`config.mk`:
```
export PLATFORM = sky130hd
export DESIGN_NAME = ring_fifo_batch_read
export DESIGN_NICKNAME = d
export VERILOG_FILES = /design/src/rtl/core/rfbr_pkg.sv /design/src/rtl/core/rfbr_store.sv /design/src/rtl/core/rfbr_ctrl.sv /design/src/rtl/core/ring_fifo_batch_read.sv
export SDC_FILE = /design/constraint.sdc
export NUM_CORES = 1
export LEC_CHECK = 0
export ABC_AREA = 1
export BUFFER_PORTS_ARGS = -buffer_cell sky130_fd_sc_hd__buf_2
export CAP_MARGIN = 5
export CORE_AREA = 2 2 210 191
export CTS_CLUSTER_DIAMETER = 150
export DETAILED_ROUTE_END_ITERATION = 10
export DIE_AREA = 0 0 212 193
export GPL_ROUTABILITY_DRIVEN = 1
export PLACE_DENSITY = 0.78
export SYNTH_ARGS = -nofsm -noshare
export SYNTH_HDL_FRONTEND = slang
export SYNTH_SLANG_ARGS = --single-unit
```
`constraint.sdc`:
```
create_clock -name clock -period 5.59 [get_ports clock]
set_clock_uncertainty 0.2 [all_clocks]
set_input_delay 0.2795 -clock clock [delete_from_list [all_inputs] [get_ports clock]]
set_output_delay 0.2795 -clock clock [all_outputs]
set_load 0.005 [all_outputs]
```
`src/rtl/core/rfbr_pkg.sv`:
```
// Shared constants, operation and status codes and the result type for the
// batch-read ring FIFO. No dependencies.
package rfbr_pkg;

   localparam int unsigned DEPTH_DEFAULT      = 16;
   localparam int unsigned DATA_WIDTH_DEFAULT = 32;

   localparam int unsigned OPCODE_W    = 2;
   localparam int unsigned WORD_W      = 32;
   localparam int unsigned STATUS_W    = 3;
   localparam int unsigned COUNT_W     = 4;
   localparam int unsigned REQ_TDATA_W = 40;
   localparam int unsigned RSP_TDATA_W = 56;

   localparam logic [OPCODE_W-1:0] OP_PUSH   = 2'd0;
   localparam logic [OPCODE_W-1:0] OP_BEGIN  = 2'd1;
   localparam logic [OPCODE_W-1:0] OP_NEXT   = 2'd2;
   localparam logic [OPCODE_W-1:0] OP_COMMIT = 2'd3;

   localparam logic [STATUS_W-1:0] ST_OK        = 3'd0;
   localparam logic [STATUS_W-1:0] ST_FULL      = 3'd1;
   localparam logic [STATUS_W-1:0] ST_EMPTY     = 3'd2;
   localparam logic [STATUS_W-1:0] ST_EXHAUSTED = 3'd3;
   localparam logic [STATUS_W-1:0] ST_NO_BATCH  = 3'd4;

   typedef struct packed {
      logic [STATUS_W-1:0] status;
      logic                data_valid;
      logic [COUNT_W-1:0]  batch_count;
      logic [COUNT_W-1:0]  fill_count;
      logic [COUNT_W-1:0]  free_space;
      logic                is_empty;
      logic                is_full;
   } rsp_info_type;

endpackage

```
`src/rtl/core/rfbr_store.sv`:
```
// Slot store of the ring FIFO: one write port, one read port with registered
// read data. Depends on rfbr_pkg.
module rfbr_store import rfbr_pkg::*; #(
   parameter int unsigned DEPTH      = DEPTH_DEFAULT,
   parameter int unsigned DATA_WIDTH = DATA_WIDTH_DEFAULT
) (
   input  logic                                  clock,
   input  logic                                  wr_en,
   input  logic [(DEPTH > 1 ? $clog2(DEPTH) : 1)-1:0] wr_addr,
   input  logic [WORD_W-1:0]                     wr_data,
   input  logic                                  rd_en,
   input  logic [(DEPTH > 1 ? $clog2(DEPTH) : 1)-1:0] rd_addr,
   output logic [WORD_W-1:0]                     rd_data
);

   logic [DATA_WIDTH-1:0]        mem [DEPTH];
   logic [DATA_WIDTH-1:0]        rd_q_ff;
   logic [DATA_WIDTH+WORD_W-1:0] wr_wide;
   logic [DATA_WIDTH+WORD_W-1:0] rd_wide;

   assign wr_wide = {{DATA_WIDTH{1'b0}}, wr_data};
   assign rd_wide = {{WORD_W{1'b0}}, rd_q_ff};
   assign rd_data = rd_wide[WORD_W-1:0];

   always_ff @(posedge clock) begin
      if (wr_en) begin
         mem[wr_addr] <= wr_wide[DATA_WIDTH-1:0];
      end
      if (rd_en) begin
         rd_q_ff <= mem[rd_addr];
      end
   end

endmodule

```
`src/rtl/core/rfbr_ctrl.sv`:
```
// Pointer and batch control of the ring FIFO: decodes each request, updates
// head, tail and snapshot bounds, registers the result. Depends on rfbr_pkg.
module rfbr_ctrl import rfbr_pkg::*; #(
   parameter int unsigned DEPTH = DEPTH_DEFAULT
) (
   input  logic                                  clock,
   input  logic                                  reset,
   input  logic                                  req_valid,
   output logic                                  req_ready,
   input  logic [OPCODE_W-1:0]                   opcode,
   output logic                                  rsp_valid,
   input  logic                                  rsp_ready,
   output rsp_info_type                          info,
   output logic                                  wr_en,
   output logic [(DEPTH > 1 ? $clog2(DEPTH) : 1)-1:0] wr_addr,
   output logic                                  rd_en,
   output logic [(DEPTH > 1 ? $clog2(DEPTH) : 1)-1:0] rd_addr
);

   localparam int unsigned PTR_W = (DEPTH > 1) ? $clog2(DEPTH) : 1;
   localparam logic [PTR_W-1:0] CAPACITY = PTR_W'(DEPTH - 1);

   logic [PTR_W-1:0] head_ff, head_in;
   logic [PTR_W-1:0] tail_ff, tail_in;
   logic [PTR_W-1:0] bstart_ff, bstart_in;
   logic [PTR_W-1:0] cursor_ff, cursor_in;
   logic [PTR_W-1:0] bend_ff, bend_in;
   logic             open_ff, open_in;
   logic             valid_ff, valid_in;
   rsp_info_type     info_ff, info_in;

   logic                     accept;
   logic                     push_ok;
   logic                     next_ok;
   logic [STATUS_W-1:0]      status;
   logic [PTR_W-1:0]         fill_now, fill_next, free_next, bcount;
   logic [PTR_W+COUNT_W-1:0] fill_wide, free_wide, bcount_wide;

   assign req_ready = ~valid_ff | rsp_ready;
   assign accept    = req_valid & req_ready;
   assign fill_now  = tail_ff - head_ff;

   always_comb begin
      head_in   = head_ff;
      tail_in   = tail_ff;
      bstart_in = bstart_ff;
      cursor_in = cursor_ff;
      bend_in   = bend_ff;
      open_in   = open_ff;
      status    = ST_OK;
      push_ok   = 1'b0;
      next_ok   = 1'b0;
      bcount    = '0;
      unique case (opcode)
         OP_PUSH: begin
            if (fill_now == CAPACITY) begin
               status = ST_FULL;
            end else begin
               push_ok = 1'b1;
               tail_in = tail_ff + PTR_W'(1);
            end
         end
         OP_BEGIN: begin
            if (head_ff == tail_ff) begin
               status  = ST_EMPTY;
               open_in = 1'b0;
            end else begin
               bstart_in = head_ff;
               cursor_in = head_ff;
               bend_in   = tail_ff;
               open_in   = 1'b1;
               bcount    = fill_now;
            end
         end
         OP_NEXT: begin
            if (!open_ff || cursor_ff == bend_ff) begin
               status = ST_EXHAUSTED;
            end else begin
               next_ok   = 1'b1;
               cursor_in = cursor_ff + PTR_W'(1);
            end
         end
         OP_COMMIT: begin
            if (!open_ff || head_ff != bstart_ff) begin
               status = ST_NO_BATCH;
            end else begin
               head_in = cursor_ff;
               open_in = 1'b0;
            end
         end
         default: begin
            status = ST_OK;
         end
      endcase
   end

   assign fill_next   = tail_in - head_in;
   assign free_next   = CAPACITY - fill_next;
   assign fill_wide   = {{COUNT_W{1'b0}}, fill_next};
   assign free_wide   = {{COUNT_W{1'b0}}, free_next};
   assign bcount_wide = {{COUNT_W{1'b0}}, bcount};

   always_comb begin
      info_in.status      = status;
      info_in.data_valid  = next_ok;
      info_in.batch_count = bcount_wide[COUNT_W-1:0];
      info_in.fill_count  = fill_wide[COUNT_W-1:0];
      info_in.free_space  = free_wide[COUNT_W-1:0];
      info_in.is_empty    = (head_in == tail_in);
      info_in.is_full     = (fill_next == CAPACITY);
      valid_in            = accept | (valid_ff & ~rsp_ready);
   end

   always_ff @(posedge clock) begin
      if (reset) begin
         head_ff   <= '0;
         tail_ff   <= '0;
         bstart_ff <= '0;
         cursor_ff <= '0;
         bend_ff   <= '0;
         open_ff   <= 1'b0;
         valid_ff  <= 1'b0;
      end else begin
         valid_ff <= valid_in;
         if (accept) begin
            head_ff   <= head_in;
            tail_ff   <= tail_in;
            bstart_ff <= bstart_in;
            cursor_ff <= cursor_in;
            bend_ff   <= bend_in;
            open_ff   <= open_in;
         end
      end
   end

   always_ff @(posedge clock) begin
      if (accept) begin
         info_ff <= info_in;
      end
   end

   assign rsp_valid = valid_ff;
   assign info      = info_ff;
   assign wr_en     = accept & push_ok;
   assign wr_addr   = tail_ff;
   assign rd_en     = accept;
   assign rd_addr   = cursor_ff;

endmodule

```
`src/rtl/core/ring_fifo_batch_read.sv`:
```
// Top level of the batch-read ring FIFO: stream ports, control and slot store.
// Depends on rfbr_pkg, rfbr_ctrl and rfbr_store.
//
// Ring FIFO of DEPTH slots holding up to DEPTH-1 words, with a batch reader:
// push (opcode 0), begin batch (1), next of batch (2), commit batch (3). One
// request is taken per cycle while req_tready is high, and each gives exactly
// one result, in the cycle after acceptance; the result is registered in the
// control and in the read port of the slot store, which hold it while stalled.
// req_tready drops only while a result is waiting and rsp_tready is low.
// Slots need no clearing after reset: only words already pushed are read.
module ring_fifo_batch_read import rfbr_pkg::*; #(
   parameter int unsigned DEPTH      = DEPTH_DEFAULT,
   parameter int unsigned DATA_WIDTH = DATA_WIDTH_DEFAULT
) (
   input  logic                   clock,
   input  logic                   reset,
   input  logic                   req_tvalid,
   output logic                   req_tready,
   // opcode[1:0], write_data[33:2], zero pad[39:34]
   input  logic [REQ_TDATA_W-1:0] req_tdata,
   output logic                   rsp_tvalid,
   input  logic                   rsp_tready,
   // status[2:0], read_data[34:3], data_valid[35], batch_count[39:36],
   // fill_count[43:40], free_space[47:44], is_empty[48], is_full[49], pad[55:50]
   output logic [RSP_TDATA_W-1:0] rsp_tdata
);

   localparam int unsigned PTR_W = (DEPTH > 1) ? $clog2(DEPTH) : 1;

   rsp_info_type      info;
   logic              wr_en;
   logic              rd_en;
   logic [PTR_W-1:0]  wr_addr;
   logic [PTR_W-1:0]  rd_addr;
   logic [WORD_W-1:0] rd_data;
   logic [WORD_W-1:0] read_data;

   rfbr_ctrl #(
      .DEPTH (DEPTH)
   ) u_ctrl (
      .clock     (clock),
      .reset     (reset),
      .req_valid (req_tvalid),
      .req_ready (req_tready),
      .opcode    (req_tdata[OPCODE_W-1:0]),
      .rsp_valid (rsp_tvalid),
      .rsp_ready (rsp_tready),
      .info      (info),
      .wr_en     (wr_en),
      .wr_addr   (wr_addr),
      .rd_en     (rd_en),
      .rd_addr   (rd_addr)
   );

   rfbr_store #(
      .DEPTH      (DEPTH),
      .DATA_WIDTH (DATA_WIDTH)
   ) u_store (
      .clock   (clock),
      .wr_en   (wr_en),
      .wr_addr (wr_addr),
      .wr_data (req_tdata[OPCODE_W+WORD_W-1:OPCODE_W]),
      .rd_en   (rd_en),
      .rd_addr (rd_addr),
      .rd_data (rd_data)
   );

   assign read_data = info.data_valid ? rd_data : '0;

   assign rsp_tdata = {6'd0, info.is_full, info.is_empty, info.free_space,
                       info.fill_count, info.batch_count, info.data_valid,
                       read_data, info.status};

endmodule

```
# Word level (Yosys, flattened, before mapping)
# Memories as Yosys holds them, arrays and structs flattened. A register that Yosys moved wholly into a read port is not among the register bits.
# Cells that the tools add are included.
[totals]
ff_bits = 40
latch_bits = 0
ramBits = 512
rom_bits = 0
inputBits = 44
out_inout_bits = 58
word_cells = 72
mem_count = 1
[memory_table]
columns = ["memory", "words", "width", "read_ports", "rd_ports_with_merged_regs", "wr", "line", "rtl"]
rows = [
  ["u_store.mem", 16, 32, 1, 1, 1, "rfbr_store.sv:16", "logic [DATA_WIDTH-1:0] mem [DEPTH];"],
]
[op_classes]
addsub = 5
multipliers = 0
div = 0
order_cmp = 0
n_eq_ne = 12
shifts = 0
muxes = 21
bitwise = 9
reduce_logical = 10
[op_table]
columns = ["op", "n"]
rows = [
  ["$mux W32", 1],
  ["$mux W4", 6],
  ["$eq A4 B4 Y1", 3],
  ["$pmux W3 S4", 1],
  ["$add A4 B1 Y4 const B", 2],
  ["$eq A4 B4 Y1 const B", 2],
  ["$mux W1", 8],
  ["$pmux W4 S2", 1],
  ["$sub A4 B4 Y4", 2],
  ["$ne A2 B2 Y1 const B", 3],
  ["$reduce_and A3 Y1", 2],
  ["$eq A2 B2 Y1 const B", 2],
  ["$mux W2", 2],
  ["$ne A4 B4 Y1", 1],
  ["$not A1 Y1", 4],
  ["$reduce_and A4 Y1", 1],
  ["$reduce_bool A2 Y1", 2],
  ["$sub A4 B4 Y4 const A", 1],
  ["$and A1 B1 Y1", 3],
  ["$mux W3", 1],
  ["$eq A2 B1 Y1 const B", 1],
  ["$logic_not A2 Y1", 1],
  ["$logic_or A1 B1 Y1", 2],
  ["$or A1 B1 Y1", 2],
  ["3 further kinds", 3],
]

# Depth between registers and ports, before layout
[logic_depth]
depth_word = 7
ltp_mapped = 21
mapped_depth_nobuf = 21

# Cells and area by module
# From an unflattened synthesis, not the netlist that was laid out.
[unflattened]
hier_cells = 2453
area_unflattened_um2 = 25535.7
[by_module_without_submodules]
columns = ["module", "instances", "cells_each", "area_each_um2", "seq_area_each_um2"]
rows = [
  ["rfbr_store", 1, 2120, 23050.9, 16335.7],
  ["rfbr_ctrl", 1, 259, 2162.1, 980.9],
  ["ring_fifo_batch_read", 1, 74, 322.8, 0.0],
]

# Least setup slack after synthesis
# Ideal clock, no wire load.
[synth_path]
path_kind = "flip-flop to flip-flop"
start = "reg u_ctrl.tail_ff[0], in the netlist u_ctrl.wr_addr[0]"
end = "mem u_store.mem[0][0] (netlist bit) (enable)"
setup_ps = 461
t_arrival_ps = 4048
required_ps = 4929
slack_ps = 881
path_stages_with_launch = 13
path_buffers = 0
synth_period_minus_slack_ps = 4709
cell_sequence = "dfxtp_1 -> inv_1 -> ha_1 -> inv_1 -> fa_1 -> inv_1 -> or2_1 -> nor2_4 -> nand3_4 -> nand2_1 -> nor2_1 -> inv_2 -> nor3_1"
[synth_via]
elab_chain_len = 7
[synth_lines]
columns = ["item", "line", "rtl"]
rows = [
  ["start: declaration", "rfbr_ctrl.sv:24", "logic [PTR_W-1:0] tail_ff, tail_in;"],
  ["start signal: assignment", "rfbr_ctrl.sv:127", "tail_ff <= tail_in;"],
  ["$sub A4 B4 Y4", "rfbr_ctrl.sv:41", "assign fill_now = tail_ff - head_ff;"],
  ["net u_ctrl.fill_now[1]", "rfbr_ctrl.sv:36", "logic [PTR_W-1:0] fill_now, fill_next, free_next, bcount;"],
  ["$eq A4 B4 Y1", "rfbr_ctrl.sv:56", "if (fill_now == CAPACITY) begin"],
  ["$mux W1", "rfbr_ctrl.sv:56", ""],
  ["$mux W1", "rfbr_ctrl.sv:54", "unique case (opcode)"],
  ["$and A1 B1 Y1", "rfbr_ctrl.sv:144", "assign wr_en = accept & push_ok;"],
  ["$mux W1", "rfbr_store.sv:26", "if (wr_en) begin"],
  ["$mux W1 (not written as such)", "rfbr_store.sv:27", "mem[wr_addr] <= wr_wide[DATA_WIDTH-1:0];"],
  ["end: declaration", "rfbr_store.sv:16", ""],
]
# The timed path passes the listed nets, and every way through them passes these cells.

# Worst setup path after layout
[layout_path]
start = "reg u_ctrl.tail_ff[0], in the netlist u_ctrl.wr_addr[0]"
end = "mem u_store.mem[10][3] (netlist bit) (enable)"
# Same word-level chain as after synthesis.

==> out/results.txt <==
Max-slew headroom = 12.1%
adder-cell share of the synthesized area = 1.03%
DRC = 0
FFs w/ async S/R, synth = 0%
met3 GRT Util = 4.23%
Pwr Density = 352 nW/um2
sum of negative setup slack = 0 ns
first drt pass iteration count = 6
RePlAce Congestion = 0.849
RSZ-0062 raised after global routing = no
GRT Util Overall = 27.3%
leading area contributor after synthesis = edfxtp_1
vias in the first global route = 14800
I/O pins = 102
overall power = 9.29 mW
FMAX = 248 MHz
Simple-Gate Fraction of Synth Area = 8.76%
WL final = 55400 um
Switch Pwr = 2.14 mW
most common cell after layout, fill and taps aside = edfxtp_1
Most used DFF post-synth = edfxtp_1
# H-tree levels = 2
switching share of power = 23.0%
Hold WS = 0.112 ns
largest net degree at the start of global routing = 258
grt total ovfl = 0
Mapped Cells = 1783
critical path data required time = 5.67 ns
crit path capture type = flip-flop
CTS Root Cell = clkbuf_16
Cell Chain, Critical Path = inv_1 -> ha_1 -> inv_1 -> fa_1 -> inv_1 -> or2_1 -> nor2_4 -> nand3_4 -> nand2_1 -> nor2_1 -> nand2_1 -> nor2_4 -> buf_4
Die W = 212 um
PostCTS Resize Cnt = 0
Worst-Margin Slew = 1.32 ns
LEAKAGE = 9.12 nW
mux contribution to synthesized area = 0%
Int Power = 7.15 mW
Initial Util = 60.1%
Crit path top cell by count = inv_1
Area growth syn-to-layout = 12.8%
Critical Path Max Stage Delay = 0.88 ns
final setup vio count = 0
total clock buffers created by CTS = 54
ranking of synthesized cells by area = edfxtp_1 72%, o21ai_0 6.0%, nor2_1 4.3%, o221ai_1 3.7%, nand2_1 2.1%
xor/xnor share of the synthesized area = 0.262%
outcome = complete, no violations
#FFs+latches synth = 584
Mean Syn Cell Area = 13.1 um2
Netlist Area Pre-Place = 23400 um2
Worst-path clk slew = 0.06 ns
Die H = 193 um
largest family of logic cells by synthesized area = compound AO/OA/AOI/OAI gates
Crit Path Max Fanout = 23
Post-DP HPWL = 26500 um
TritonCTS Sinks = 584
total of max-cap violations = 0
worst min-delay path class = in -> reg
clk_lat worst skew = 0.58 ns
Peak VDD IR = 292 uV
initial DRC count = 1921
total setup buffers inserted after CTS = 0
core footprint = 38900 um2
num rows = 69
global route hottest layer = met2
grt met1 use = 37.7%
Arr. time, crit path = 4.11 ns
Via density = 6.18
WHS Path Cells = 5
Worst Path Buf+Inv = 4
Die Area = 40900 um2
Clock Power Share = 38.6%
Seq pwr share = 53.3%
final hold vios = 0
worst-case reg-to-reg path depth = 13
number of cells on the critical path = 13
Warnings, synthesis = 0
Port Buf Inserts = 89
Comb power frac = 8.1%
GRT met2 Usage = 44.5%
CTS tree = done
post-route clock period utilization = 72.1%
Synth top area share = 72.1%
initial antenna violation count = 1
kind of cell adding the most delay to the critical path = simple AND/OR/NAND/NOR gates
Tmin final = 4.03 ns
critical path's slowest cell = nor2_4
distinct cell type count after synthesis = 35
vias post-DR = 15100
layout cells sized above 1 = 12.9%
EDFF count, synth = 562
most frequent cells in the layout = 562 x edfxtp_1, 280 x o21ai_0, 267 x nor2_1
Worst setup SP type = flip-flop
Routed Antenna Nets = 0
global-route wire length before repair = 83700 um
compound-cell area share of the yosys netlist = 12.2%
clk buf depth = 3
Layout Nets = 1937
critical setup path kind = reg -> reg
Seq/Total Area, Yosys = 74.0%
drt wl/cell = 22.6 um
Slew Limit Fails = 0
==> state kept, by name, indices dropped and copies added, names as in the netlist <==
| register | cells |
|---|---|
| u_store.rd_data | 32 |
| u_ctrl.rsp_valid | 1 |
| u_ctrl.bstart_ff | 4 |
| u_ctrl.head_ff | 4 |
| u_ctrl.rd_addr | 4 |
| u_ctrl.wr_addr | 4 |
| u_store.mem | 512 |
| u_ctrl.bend_ff | 4 |
| u_ctrl.open_ff | 1 |
| u_ctrl.info | 18 |
==> cells by family after synthesis <==
| kind of cell | Yosys count |
|---|---|
| AO/OA/AOI/OAI | 471 |
| XOR/XNOR | 7 |
| adder cells (fa/ha/maj) | 18 |
| buffers and inverters | 208 |
| flip-flops | 584 |
| other | 1 |
| AND/OR/NAND/NOR | 494 |
==> final cells by class <==
type	instances	area, um2
diodes	1	2.50
flip-flops and latches	584	17300
inverters	88	342
clock inverters	30	284
fillers	2603	12500
clock buffers	68	1420
repair buffers	151	1030
well taps	532	666
multi-input cells	996	5320
==> power groups by stage <==
stage / Sequential (mW) / Clock, mW / Combinational, mW
2_1_floorplan: 5.01 / 0 / 0.493
3_3_place_gp: 5.04 / 0 / 0.686
3_5_place_dp: 5.04 / 0 / 0.716
4_1_cts: 4.95 / 3.61 / 0.743
5_1_grt: 4.96 / 3.77 / 0.833
6_report: 4.95 / 3.59 / 0.751
==> path summary, 6_finish.rpt <==
kind	startpoint	endpoint	slack [ns]
setup / recovery	u_ctrl.wr_addr[0]$_SDFFE_PP0P_	u_store.mem[10][3]$_DFFE_PP_	1.56
setup reg to reg	u_ctrl.wr_addr[0]$_SDFFE_PP0P_	u_store.mem[10][3]$_DFFE_PP_	1.56
hold / removal	req_tdata[1]	u_ctrl.open_ff$_SDFFE_PP0P_	0.11
hold reg to reg	u_ctrl.bstart_ff[0]$_SDFFE_PP0P_	u_ctrl.bstart_ff[0]$_SDFFE_PP0P_	0.27
==> metrics by stage <==
stage	worst slack, ns	std cells	cell area, um2	util (%)
global route	1.36	2450	26400	67.8
floorplan	0.881	1788	23400	-
finish	1.56	2450	26400	67.8
detailed placement	1.63	2315	24300	62.5
CTS	1.61	2449	26400	67.8
global placement	1.73	2315	24300	62.5
==> synthesized netlist by cell type, types with 4 or more instances <==
cell      number
nor2_2         4
nand2_2        5
inv_1         75
edfxtp_1     562
o211ai_1      30
nand3_1       52
inv_2         10
dfxtp_1       22
nand3_2        4
xor2_1         4
nand2_1      134
ha_1          16
nand4_1        4
o221ai_1      98
a21oi_1       26
o21ai_0      280
nor3_1        14
clkbuf_1      77
nor2_1       271
o22ai_1       31
buf_2         32
buf_4          7
==> tightest hold or removal path, delay by kind of cell <==
family                   cells  cell delay, ns
AO/OA/AOI/OAI                1            0.05
adder cells (fa/ha/maj)      1            0.28
buffers and inverters        2            0.17
AND/OR/NAND/NOR              1            0.07
==> metal layers <==
metal | part of all wire, % | routed length, um
met5 | 0 | 0
met4 | 3.2 | 1750
met2 | 48 | 26800
met1 | 40 | 22000
met3 | 8.6 | 4790
==> repair_timing <==
item,4_1_cts,5_1_grt
endpoints found under the setup margin,0,0
hold endpoints to repair,524,0
hold buffers,36,0
(Power assumes the default switching activity.)
